===== src/pcp_pkg.sv =====
// Shared constants, register codes and types of the pitch cascade PID block.
package pcp_pkg;

   localparam int FRAC_BITS = 16;

   // Field widths
   localparam int CMD_W    = 2;
   localparam int STICK_W  = 11;
   localparam int ROLL_W   = 25;
   localparam int RATE_W   = 24;
   localparam int TORQUE_W = 20;
   localparam int WORD_W   = 32;
   localparam int SINT_W   = 48;
   localparam int GAIN_W   = 24;
   localparam int LIMIT_W  = 29;
   localparam int AINT_W   = FRAC_BITS + 2;
   localparam int SUM_W    = SINT_W + 2;

   // Stream packing
   localparam int ROLL_LSB    = STICK_W;
   localparam int RATE_LSB    = STICK_W + ROLL_W;
   localparam int REQ_TDATA_W = ((STICK_W + ROLL_W + RATE_W + 7) / 8) * 8;
   localparam int RSP_BITS    = TORQUE_W + 2 * WORD_W;
   localparam int RSP_TDATA_W = ((RSP_BITS + 7) / 8) * 8;
   localparam int RSP_PAD_W   = RSP_TDATA_W - RSP_BITS;

   // Shared multiplier
   localparam int MUL_A_W = WORD_W + 1;
   localparam int MUL_B_W = (FRAC_BITS + 9 > GAIN_W + 1) ? FRAC_BITS + 9 : GAIN_W + 1;
   localparam int MUL_P_W = MUL_A_W + MUL_B_W;
   localparam int RND_W   = MUL_P_W - FRAC_BITS;

   // Scale factors in Q.F
   localparam longint ONE_Q     = longint'(1) << FRAC_BITS;
   localparam longint SCALE_K   = ((longint'(1024) << FRAC_BITS) + 22) / 45;
   localparam longint STICK_K   = ((longint'(3) << FRAC_BITS) + 500) / 1000;
   localparam int     DIV_SHIFT = FRAC_BITS + 10;
   localparam longint DIV5_K    = ((longint'(1) << DIV_SHIFT) + 4) / 5;
   localparam int     DIV_BIAS_SHIFT = FRAC_BITS + 3;

   // Modes
   localparam logic [CMD_W-1:0] CMD_REMOTE = 2'd0;

   // Configuration port
   localparam int CSR_ADDR_W = 5;
   localparam int CSR_DATA_W = 32;
   localparam int REG_IDX_W  = 3;
   localparam logic [REG_IDX_W-1:0] REG_ANGLE_KP    = 3'd0;
   localparam logic [REG_IDX_W-1:0] REG_ANGLE_KI    = 3'd1;
   localparam logic [REG_IDX_W-1:0] REG_ANGLE_KD    = 3'd2;
   localparam logic [REG_IDX_W-1:0] REG_SPEED_KP    = 3'd3;
   localparam logic [REG_IDX_W-1:0] REG_SPEED_KI    = 3'd4;
   localparam logic [REG_IDX_W-1:0] REG_SPEED_KD    = 3'd5;
   localparam logic [REG_IDX_W-1:0] REG_PITCH_UPPER = 3'd6;
   localparam logic [REG_IDX_W-1:0] REG_PITCH_LOWER = 3'd7;

   typedef struct packed {
      logic [GAIN_W-1:0]  angle_kp;
      logic [GAIN_W-1:0]  angle_ki;
      logic [GAIN_W-1:0]  angle_kd;
      logic [GAIN_W-1:0]  speed_kp;
      logic [GAIN_W-1:0]  speed_ki;
      logic [GAIN_W-1:0]  speed_kd;
      logic [LIMIT_W-1:0] pitch_upper;
      logic [LIMIT_W-1:0] pitch_lower;
   } pcp_cfg_type;

   typedef struct packed {
      logic               en;
      logic [MUL_A_W-1:0] a;
      logic [MUL_B_W-1:0] b;
   } pcp_mul_req_type;

endpackage


===== src/pcp_mul.sv =====
// Shared signed multiplier with a registered product.
module pcp_mul (
   input  logic                                  clock,
   input  pcp_pkg::pcp_mul_req_type              req,
   output logic signed [pcp_pkg::MUL_P_W-1:0]    prod_ff
);

   logic signed [pcp_pkg::MUL_P_W-1:0] prod_in;

   assign prod_in = $signed(req.a) * $signed(req.b);

   always_ff @(posedge clock) begin
      if (req.en) begin
         prod_ff <= prod_in;
      end
   end

endmodule


===== config.mk =====
export PLATFORM = sky130hd
export DESIGN_NAME = pcp_mul
export DESIGN_NICKNAME = d
export VERILOG_FILES = /design/src/pcp_pkg.sv /design/src/pcp_mul.sv
export SDC_FILE = /design/constraint.sdc
export NUM_CORES = 2
export LEC_CHECK = 0
export ABC_CLOCK_PERIOD_IN_PS = 12950
export BUFFER_PORTS_ARGS = -buffer_cell sky130_fd_sc_hd__buf_2
export CAP_MARGIN = 40
export CORE_UTILIZATION = 63
export CTS_CLUSTER_DIAMETER = 150
export DETAILED_ROUTE_END_ITERATION = 12
export PLACE_DENSITY = 0.81
export SETUP_SLACK_MARGIN = 0.1
export SLEW_MARGIN = 20
export SYNTH_ARGS = -nofsm -noshare
export SYNTH_HDL_FRONTEND = slang
export SYNTH_SLANG_ARGS = --single-unit

===== constraint.sdc =====
create_clock -name clock -period 12.95 [get_ports clock]
set_input_delay 2.59 -clock clock [delete_from_list [all_inputs] [get_ports clock]]
set_output_delay 2.59 -clock clock [all_outputs]
set_load 0.03 [all_outputs]

==> run_results.csv <==
group,metric,value,unit
run_status,outcome,"finished, final reports clean",
worst_setup_path,cp_data_required_time,13070,ps
final_layout,stdcell_area,0.0318,mm^2
global_routing,grt_antenna_before_repair,6,
cts,tritoncts,"done",
sta,max_freq,0.0967,GHz
cts,post_cts_buffers,0,
final_layout,regMostFlops,"prod_ff",
floorplanning,rows,80,
cts,postCtsHoldBufs,0,
sta,finalCritPeriodShare,0.799,
worst_setup_path,worst-path-buf-inv,6,
worst_setup_path,path_class,"in -> reg",
yosys,syn-instance-count,3163,
place,io_buffer_count,117,
final_layout,syn_to_final_growth,4.20,%
global_routing,grt_max_degree,59,
route,avgRoutedWirePerCell,20.7,um
place,dp_hpwl,61600,um
final_layout,drive_gt1_frac,0.0516,
yosys,synth_edf_count,58,
global_routing,grt_pass1_wl,129000,um
worst_hold_path,holdCritPathClass,"in -> reg",
yosys,synth_cell_types,62,
cts,post_cts_resized,0,
yosys,synth_top_area_share,0.552,
route,drc,0,
yosys,avgSynthCellArea,9.65,um^2
worst_setup_path,max_stage_delay,740,ps
final_layout,fin_nets,4213,
yosys,syn_area,0.0305,mm^2
cts,ctsLongestPathBuffers,2,
final_layout,final_common_cell,"fa_1",
floorplanning,core,0.0477,mm^2
yosys,synthTopCellsByArea,"fa_1 55%, inv_1 9.6%, and2_1 8.4%",
final_layout,nFillCells,3648,
global_routing,track_usage,0.341,
final_layout,final_cell_mix,"842 x fa_1, 778 x inv_1, 422 x nand2_1",
yosys,syn_nets,4222,
route,first_pass_iters,7,
yosys,ys_seq_area_frac,0.0571,
route,drtIter0Drc,1441,
sta,tightest_slew,908,ps
yosys,synth_top_area_cell,"fa_1",
route,drt_wl_total,78100,um
yosys,ys_warn_count,0,
cts,ctsRootBufferMaster,"clkbuf_16",
yosys,synthFlopType,"edfxtp_1",
final_layout,fin_util,0.666,
worst_setup_path,cp_slowest_cell,"o21ai_0",
place,place_area,0.0314,mm^2
sta,hold_violations,0,
job,cap_violations,0,
place,dp.cells,3752,
floorplanning,boundaryPins,118,
worst_setup_path,cp_top_family,"adder cells",
worst_setup_path,cp.arrival,10470,ps
floorplanning,die_w,222,um
cts,clk_pin_slew,60,ps
final_layout,largest_reg_flops,58,
sta,maxSlewViolCount,0,
cts,cts_buffers,9,
sta,period_minus_slack,10340,ps
route,num_vias,21700,
sta,tns,0,ps
floorplanning,initial_utilization,0.639,
floorplanning,die_h,222,um
floorplanning,dieArea,0.0493,mm^2
global_routing,overflow,0,
final_layout,seq_area,0.00174,mm^2
route,via_per_inst,5.76,
sta,rsz0062_at_grt,"false",
worst_setup_path,path_max_fanout,33,
worst_setup_path,crit_path_end_kind,"flop",
cts,htree_levels,3,
yosys,synthArstFlopShare,0,
cts,clock_sinks,58,
final_layout,multi_input_area,0.0253,mm^2
worst_setup_path,crit_top_cell,"fa_1",
global_routing,grt_pass1_vias,24700,
final_layout,top_regs,"prod_ff x58",
route,ant_nets,0,
sta,slew_headroom,0.388,
yosys,synth-seq-cells,58,
worst_setup_path,worst_setup_path_start_kind,"input pin",
place,routabilityCongestion,0.956,
sta,finalSetupViolCount,0,
final_layout,fin_cells,3777,
-- routing by layer --
metal | vias up | wire length (um) | track usage
li1 | 9089 | - | -
met2 | 1094 | 40100 | 0.584
met3 | 282 | 6700 | 0.0639
met4 | 4 | 3940 | 0.154
met5 | - | 22 | 0
met1 | 11300 | 27300 | 0.421
-- cell families after synthesis --
logic type	Yosys count	synth area share
buffers and inverters	926	0.114
flip-flops	58	0.0571
XOR/XNOR	63	0.0181
AO/OA/AOI/OAI	168	0.0385
AND/OR/NAND/NOR	949	0.155
adder cells (fa/ha/maj)	999	0.617
-- cell usage after synthesis (3+ instances only) --
master and instances:
fa_1 842, buf_4 3, xor2_1 19, and2_1 410, and3_1 5, nand3_1 8
a21o_1 25, o21bai_1 12, ha_1 157, nor4_1 4, nand2b_1 15, nand2_1 422
edfxtp_1 58, clkbuf_1 141, nor2_1 59, o21a_1 6, a21oi_1 48, inv_1 778
or2_2 5, a2111oi_0 6, xnor2_1 44, a31oi_1 9, nand4_1 6, o211ai_1 5
a211oi_1 6, nor3_1 4, o21ai_0 23
-- final timing paths --
path / cells after the start / from / to / slack, ps
min: 2 / req[58] / prod_ff[54] / 2890
max: 25 / req[4] / prod_ff[45] / 2610
-- per-stage QoR --
| stage | hold slack, ps | worst slack (ps) |
|---|---|---|
| 3_5_place_dp | 3070 | 2340 |
| 6_report | 2890 | 2610 |
| 4_1_cts | 2900 | 2720 |
| 5_1_grt | 2920 | 2340 |
| 2_1_floorplan | 2700 | 3580 |
| 3_3_place_gp | 3070 | 2510 |
-- final cells by class --
class | instances | area share
inverters | 779 | 0.0919
well taps | 615 | 0.0242
repair buffers | 127 | 0.0246
clock inverters | 6 | 0.00185
flip-flops and latches | 58 | 0.0548
diodes | 4 | 0.000315
multi-input cells | 2179 | 0.795
clock buffers | 9 | 0.00708
Power is not shown: default switching activity piles up to over one toggle a cycle in this logic, so the estimate is an artifact.
