**config.mk**
```make
export PLATFORM = sky130hd
export DESIGN_NAME = pcp_csr
export DESIGN_NICKNAME = d
export VERILOG_FILES = /design/src/pcp_pkg.sv /design/src/pcp_csr.sv
export SDC_FILE = /design/constraint.sdc
export NUM_CORES = 1
export LEC_CHECK = 0
export ABC_CLOCK_PERIOD_IN_PS = 1700
export BUFFER_PORTS_ARGS = -buffer_cell sky130_fd_sc_hd__buf_2
export CAP_MARGIN = 30
export CORE_MARGIN = 1.5
export CORE_UTILIZATION = 51
export CTS_BUF_LIST = sky130_fd_sc_hd__clkbuf_16
export DETAILED_ROUTE_END_ITERATION = 6
export PLACE_DENSITY = 0.86
export SLEW_MARGIN = 20
export SYNTH_ARGS = -nofsm -noshare
export SYNTH_HDL_FRONTEND = slang
export SYNTH_SLANG_ARGS = --single-unit
```
**constraint.sdc**
```tcl
create_clock -name clock -period 1.7 [get_ports clock]
set_input_delay 0.085 -clock clock [delete_from_list [all_inputs] [get_ports clock]]
set_output_delay 0.085 -clock clock [all_outputs]
set_load 0.02 [all_outputs]
```
**src/pcp_pkg.sv**
```systemverilog
// Shared constants, register codes and types of the pitch cascade PID block.
package pcp_pkg;

   localparam int FRAC_BITS = 16;

   // Field widths
   localparam int CMD_W    = 2;
   localparam int STICK_W  = 11;
   localparam int ROLL_W   = 25;
   localparam int RATE_W   = 24;
   localparam int TORQUE_W = 20;
   localparam int WORD_W   = 32;
   localparam int SINT_W   = 48;
   localparam int GAIN_W   = 24;
   localparam int LIMIT_W  = 29;
   localparam int AINT_W   = FRAC_BITS + 2;
   localparam int SUM_W    = SINT_W + 2;

   // Stream packing
   localparam int ROLL_LSB    = STICK_W;
   localparam int RATE_LSB    = STICK_W + ROLL_W;
   localparam int REQ_TDATA_W = ((STICK_W + ROLL_W + RATE_W + 7) / 8) * 8;
   localparam int RSP_BITS    = TORQUE_W + 2 * WORD_W;
   localparam int RSP_TDATA_W = ((RSP_BITS + 7) / 8) * 8;
   localparam int RSP_PAD_W   = RSP_TDATA_W - RSP_BITS;

   // Shared multiplier
   localparam int MUL_A_W = WORD_W + 1;
   localparam int MUL_B_W = (FRAC_BITS + 9 > GAIN_W + 1) ? FRAC_BITS + 9 : GAIN_W + 1;
   localparam int MUL_P_W = MUL_A_W + MUL_B_W;
   localparam int RND_W   = MUL_P_W - FRAC_BITS;

   // Scale factors in Q.F
   localparam longint ONE_Q     = longint'(1) << FRAC_BITS;
   localparam longint SCALE_K   = ((longint'(1024) << FRAC_BITS) + 22) / 45;
   localparam longint STICK_K   = ((longint'(3) << FRAC_BITS) + 500) / 1000;
   localparam int     DIV_SHIFT = FRAC_BITS + 10;
   localparam longint DIV5_K    = ((longint'(1) << DIV_SHIFT) + 4) / 5;
   localparam int     DIV_BIAS_SHIFT = FRAC_BITS + 3;

   // Modes
   localparam logic [CMD_W-1:0] CMD_REMOTE = 2'd0;

   // Configuration port
   localparam int CSR_ADDR_W = 5;
   localparam int CSR_DATA_W = 32;
   localparam int REG_IDX_W  = 3;
   localparam logic [REG_IDX_W-1:0] REG_ANGLE_KP    = 3'd0;
   localparam logic [REG_IDX_W-1:0] REG_ANGLE_KI    = 3'd1;
   localparam logic [REG_IDX_W-1:0] REG_ANGLE_KD    = 3'd2;
   localparam logic [REG_IDX_W-1:0] REG_SPEED_KP    = 3'd3;
   localparam logic [REG_IDX_W-1:0] REG_SPEED_KI    = 3'd4;
   localparam logic [REG_IDX_W-1:0] REG_SPEED_KD    = 3'd5;
   localparam logic [REG_IDX_W-1:0] REG_PITCH_UPPER = 3'd6;
   localparam logic [REG_IDX_W-1:0] REG_PITCH_LOWER = 3'd7;

   typedef struct packed {
      logic [GAIN_W-1:0]  angle_kp;
      logic [GAIN_W-1:0]  angle_ki;
      logic [GAIN_W-1:0]  angle_kd;
      logic [GAIN_W-1:0]  speed_kp;
      logic [GAIN_W-1:0]  speed_ki;
      logic [GAIN_W-1:0]  speed_kd;
      logic [LIMIT_W-1:0] pitch_upper;
      logic [LIMIT_W-1:0] pitch_lower;
   } pcp_cfg_type;

   typedef struct packed {
      logic               en;
      logic [MUL_A_W-1:0] a;
      logic [MUL_B_W-1:0] b;
   } pcp_mul_req_type;

endpackage

```
**src/pcp_csr.sv**
```systemverilog
// Configuration registers of the pitch cascade PID behind an APB-style port.
module pcp_csr (
   input  logic                              clock,
   input  logic                              reset,
   input  logic                              csr_psel,
   input  logic                              csr_penable,
   input  logic                              csr_pwrite,
   input  logic [pcp_pkg::CSR_ADDR_W-1:0]    csr_paddr,
   input  logic [pcp_pkg::CSR_DATA_W-1:0]    csr_pwdata,
   output logic [pcp_pkg::CSR_DATA_W-1:0]    csr_prdata,
   output logic                              csr_pready,
   output pcp_pkg::pcp_cfg_type              cfg
);

   pcp_pkg::pcp_cfg_type              cfg_ff;
   logic                              wr_en;
   logic [pcp_pkg::REG_IDX_W-1:0]     idx;

   assign wr_en      = csr_psel & csr_penable & csr_pwrite;
   assign idx        = csr_paddr[pcp_pkg::CSR_ADDR_W-1:2];
   assign csr_pready = 1'b1;
   assign cfg        = cfg_ff;

   always_ff @(posedge clock) begin
      if (reset) begin
         cfg_ff <= '0;
      end else if (wr_en) begin
         unique case (idx)
            pcp_pkg::REG_ANGLE_KP:    cfg_ff.angle_kp    <= csr_pwdata[pcp_pkg::GAIN_W-1:0];
            pcp_pkg::REG_ANGLE_KI:    cfg_ff.angle_ki    <= csr_pwdata[pcp_pkg::GAIN_W-1:0];
            pcp_pkg::REG_ANGLE_KD:    cfg_ff.angle_kd    <= csr_pwdata[pcp_pkg::GAIN_W-1:0];
            pcp_pkg::REG_SPEED_KP:    cfg_ff.speed_kp    <= csr_pwdata[pcp_pkg::GAIN_W-1:0];
            pcp_pkg::REG_SPEED_KI:    cfg_ff.speed_ki    <= csr_pwdata[pcp_pkg::GAIN_W-1:0];
            pcp_pkg::REG_SPEED_KD:    cfg_ff.speed_kd    <= csr_pwdata[pcp_pkg::GAIN_W-1:0];
            pcp_pkg::REG_PITCH_UPPER: cfg_ff.pitch_upper <= csr_pwdata[pcp_pkg::LIMIT_W-1:0];
            pcp_pkg::REG_PITCH_LOWER: cfg_ff.pitch_lower <= csr_pwdata[pcp_pkg::LIMIT_W-1:0];
            default:                  cfg_ff             <= cfg_ff;
         endcase
      end
   end

   always_comb begin
      unique case (idx)
         pcp_pkg::REG_ANGLE_KP:    csr_prdata = pcp_pkg::CSR_DATA_W'(cfg_ff.angle_kp);
         pcp_pkg::REG_ANGLE_KI:    csr_prdata = pcp_pkg::CSR_DATA_W'(cfg_ff.angle_ki);
         pcp_pkg::REG_ANGLE_KD:    csr_prdata = pcp_pkg::CSR_DATA_W'(cfg_ff.angle_kd);
         pcp_pkg::REG_SPEED_KP:    csr_prdata = pcp_pkg::CSR_DATA_W'(cfg_ff.speed_kp);
         pcp_pkg::REG_SPEED_KI:    csr_prdata = pcp_pkg::CSR_DATA_W'(cfg_ff.speed_ki);
         pcp_pkg::REG_SPEED_KD:    csr_prdata = pcp_pkg::CSR_DATA_W'(cfg_ff.speed_kd);
         pcp_pkg::REG_PITCH_UPPER: csr_prdata = pcp_pkg::CSR_DATA_W'(cfg_ff.pitch_upper);
         pcp_pkg::REG_PITCH_LOWER: csr_prdata = pcp_pkg::CSR_DATA_W'(cfg_ff.pitch_lower);
         default:                  csr_prdata = '0;
      endcase
   end

endmodule

```
==> metrics.cfg <==
[layout]
fin_nets=1467
area_delta_synth_final_pct=32.0
largest_reg_flops=202
antenna-diode-count=0
fill_cells=1343
drive_gt1_share_pct=30.9
layout.cells.non_filler=1664

[setup_path]
r2r_slack_ps=930
slowest_delay_ps=330
path_max_fanout=3
cp-end-kind=output port
path_class=reg2out
timing.rr.start=cfg[9]$_SDFFE_PP0P_
crit_required_ps=1620
worstPathCellList=mux2_4 > a22o_1 > a221oi_2 > nor2_1 > buf_4
critPathLaunchType=flip-flop
arrival_ps=1800
r2r-end=cfg[9]$_SDFFE_PP0P_
crit_slowest_cell=dfxtp_2
r2r_cells=3

[synth]
yosysTopAreaCell=dfxtp_1
synth_top_family_by_area=simple AND/OR/NAND/NOR gates
synth_top_area_share_pct=45.6
synth-seq-cells=202
synth_area_per_cell_sq_um=7.62
ys_warn_count=0
synthAdderAreaFrac_pct=0
synth-compound-area-share_pct=18.6
syn_area_sq_mm=0.00886
synthCells=1163
synth_xor_xnor_area_share_pct=0
yosysUniqueCellTypes=28
ys_seq_area_share_pct=45.6
synthSimpleGateAreaFrac_pct=21.6
synth.area.top_cells=dfxtp_1 (46%), nand2_1 (17%), a21oi_1 (12%)
synthMuxAreaShare_pct=6.40

[routing]
drt-total-wl_um=32000
drtPass1Iterations=5
drc_errors=0
via_per_inst=5.82
via_count=9682
drt_iter0_markers=1109
antenna_left=0
wire_per_inst_um=19.2

[cts]
cts-htree-levels=1
clock_tree.root_cell=clkbuf_16
cts_buffers=21
clock_sinks=202
cts_buffer_depth=3
insertion_delay_ps=490
tritoncts=yes
path_clk_slew_ps=60

[placement]
hpwl_um=20300
port-buffer-count=267
placed_cells=1587
routabilityCongestion=0.895

[sta]
worst_slack_ps=-182
tightest_slew_ps=855
slew_headroom_pct=43.0
drv_slew=0
min_period_ps=1880
post-route-period-util_pct=111
rsz0062_at_grt=yes
finalSetupViolations=21
hold_viol_final=0
max_freq_mhz=531
final.setup_skew_ps=0

[die]
die_x_um=135
core_sq_mm=0.0171
io_pins=277
start_util_pct=51.8
die_area_sq_mm=0.0182
die_h_um=135
rows=48

[power]
power_leakage_uw=0.00504
p_int_uw=7320
powerDensity_mw_per_mm2=835
p_seq_share_pct=49.1
max-vdd-ir-drop_uv=716
power.switching_uw=2440
p_clk_share_pct=41.6
comb_power_share_pct=9.3
p_sw_share_pct=25.0
finalPower_uw=9770

[run_status]
status=finished, violations left
violations=negative setup slack

[global_route]
antenna_found_initial=1
grt_pass1_wl_um=48000
grt_overflow_total=0
grt_pass1_vias=9050
grt_max_degree=53
grtUsageTotal_pct=33.6

[job]
drv_cap=0

[worst_hold_path]
min_from=csr_penable
hp-class=in2reg
whs_path_depth=6
hold-path-endpoint=cfg[82]$_SDFFE_PP0P_

## Yosys cell counts (all sizes together)
| master | instances |
|---|---|
| nand4b | 1 |
| buf | 77 |
| or2 | 6 |
| nand2b | 6 |
| o32a | 1 |
| a22o | 22 |
| a21oi | 204 |
| or3 | 3 |
| nor3 | 2 |
| nand3b | 1 |
| a21o | 1 |
| a211oi | 3 |
| a221oi | 40 |
| nand2 | 407 |
| o22a | 3 |
| mux2i | 33 |
| dfxtp | 202 |
| nor2b | 2 |
| clkbuf | 43 |
| conb | 2 |
| nand4 | 1 |
| nor2 | 57 |
| o22ai | 3 |
| mux2 | 21 |
| nand3 | 1 |
| inv | 21 |
## metal layers
layer | vias up | track usage [%] | part of all wire (%)
li1 | 4384 | - | -
met1 | 4481 | 42.9 | 38
met2 | 692 | 55.5 | 47
met3 | 125 | 5.67 | 11
met4 | 0 | 15.7 | 3.6
met5 | - | 0 | 0
## worst max-delay path by stage
| stage | to | cells after the start | slack, ps | from |
|---|---|---|---|---|
| 2_1_floorplan | csr_prdata[0] | 7 | 280 | csr_paddr[3] |
| 3_3_place_gp | cfg[45]$_SDFFE_PP0P_ | 6 | 70 | csr_paddr[4] |
| 3_5_place_dp | cfg[45]$_SDFFE_PP0P_ | 6 | 40 | csr_paddr[4] |
| 4_1_cts | csr_prdata[11] | 5 | -150 | cfg[11]$_SDFFE_PP0P_ |
| 5_1_grt | csr_prdata[11] | 5 | -230 | cfg[40]$_SDFFE_PP0P_ |
| 6_report | csr_prdata[11] | 5 | -180 | cfg[40]$_SDFFE_PP0P_ |
## per-stage QoR
stage               setup TNS (ps)  worst slack, ps  hold slack (ps)  cell area, sq um  utilization [%]
floorplan                        0              276              221              8870                -
global placement                 0             72.4              337             10500             61.4
detailed placement               0             41.1              344             10500             61.4
CTS                          -2070             -155              217             11600             68.0
global route                 -3540             -230              245             11700             68.3
finish                       -2370             -182              225             11700             68.3
## kinds of logic after synthesis
group	count (synthesis)
other	2
buffers and inverters	141
multiplexers	54
AO/OA/AOI/OAI	277
AND/OR/NAND/NOR	487
flip-flops	202
## area by class of cell
| class | count | area [sq um] | area share (%) |
|---|---|---|---|
| Multi-Input combinational cell | 822 | 4350 | 37.2 |
| Clock inverter | 16 | 67.6 | 0.578 |
| Sequential cell | 202 | 4080 | 34.9 |
| Tap cell | 225 | 282 | 2.41 |
| Inverter | 21 | 78.8 | 0.674 |
| Timing Repair Buffer | 357 | 2320 | 19.8 |
| Clock buffer | 21 | 526 | 4.49 |
## layout by cell type (no fill, tap or decap), drive strengths merged
master and n:
nand2 407, buf 327, a21oi 204, dfxtp 202
nor2 57, a221oi 40, mux2i 33, dlygate4sd3 30
inv 27, a22o 22, clkbuf 21, mux2 21
clkinv 10, nand2b 6, or2 6, conb 4
or3 3, o22ai 3, o22a 3, a211oi 3
nor3 2, nor2b 2, nand3 1, a21o 1
nand3b 1, o32a 1, nand4b 1, nand4 1
## what timing repair did
item | in CTS | in global routing
endpoints found under the hold margin | 202 | 0
hold buffers | 30 | 0
setup buffers | 9 | 1
pin swaps | 6 | 6
endpoints found under the setup margin | 22 | 24
gates resized for setup | 52 | 17
## power groups by stage
stage / Combinational (uW) / Clock [uW] / Sequential [uW]
floorplan: 465 / 0 / 4940
global placement: 773 / 0 / 4900
detailed placement: 781 / 0 / 4900
CTS: 870 / 4080 / 4800
global route: 946 / 4280 / 4800
finish: 904 / 4060 / 4800
## worst max-delay path, delay by kind of cell (launching register included)
| kind | cells | cell delay (ps) |
|---|---|---|
| AOI/OAI and AO/OA | 2 | 460 |
| DFF | 1 | 330 |
| muxes | 1 | 270 |
| buffers and inverters | 1 | 160 |
| and+or+nand+nor | 1 | 90 |
(Power assumes the default switching activity.)
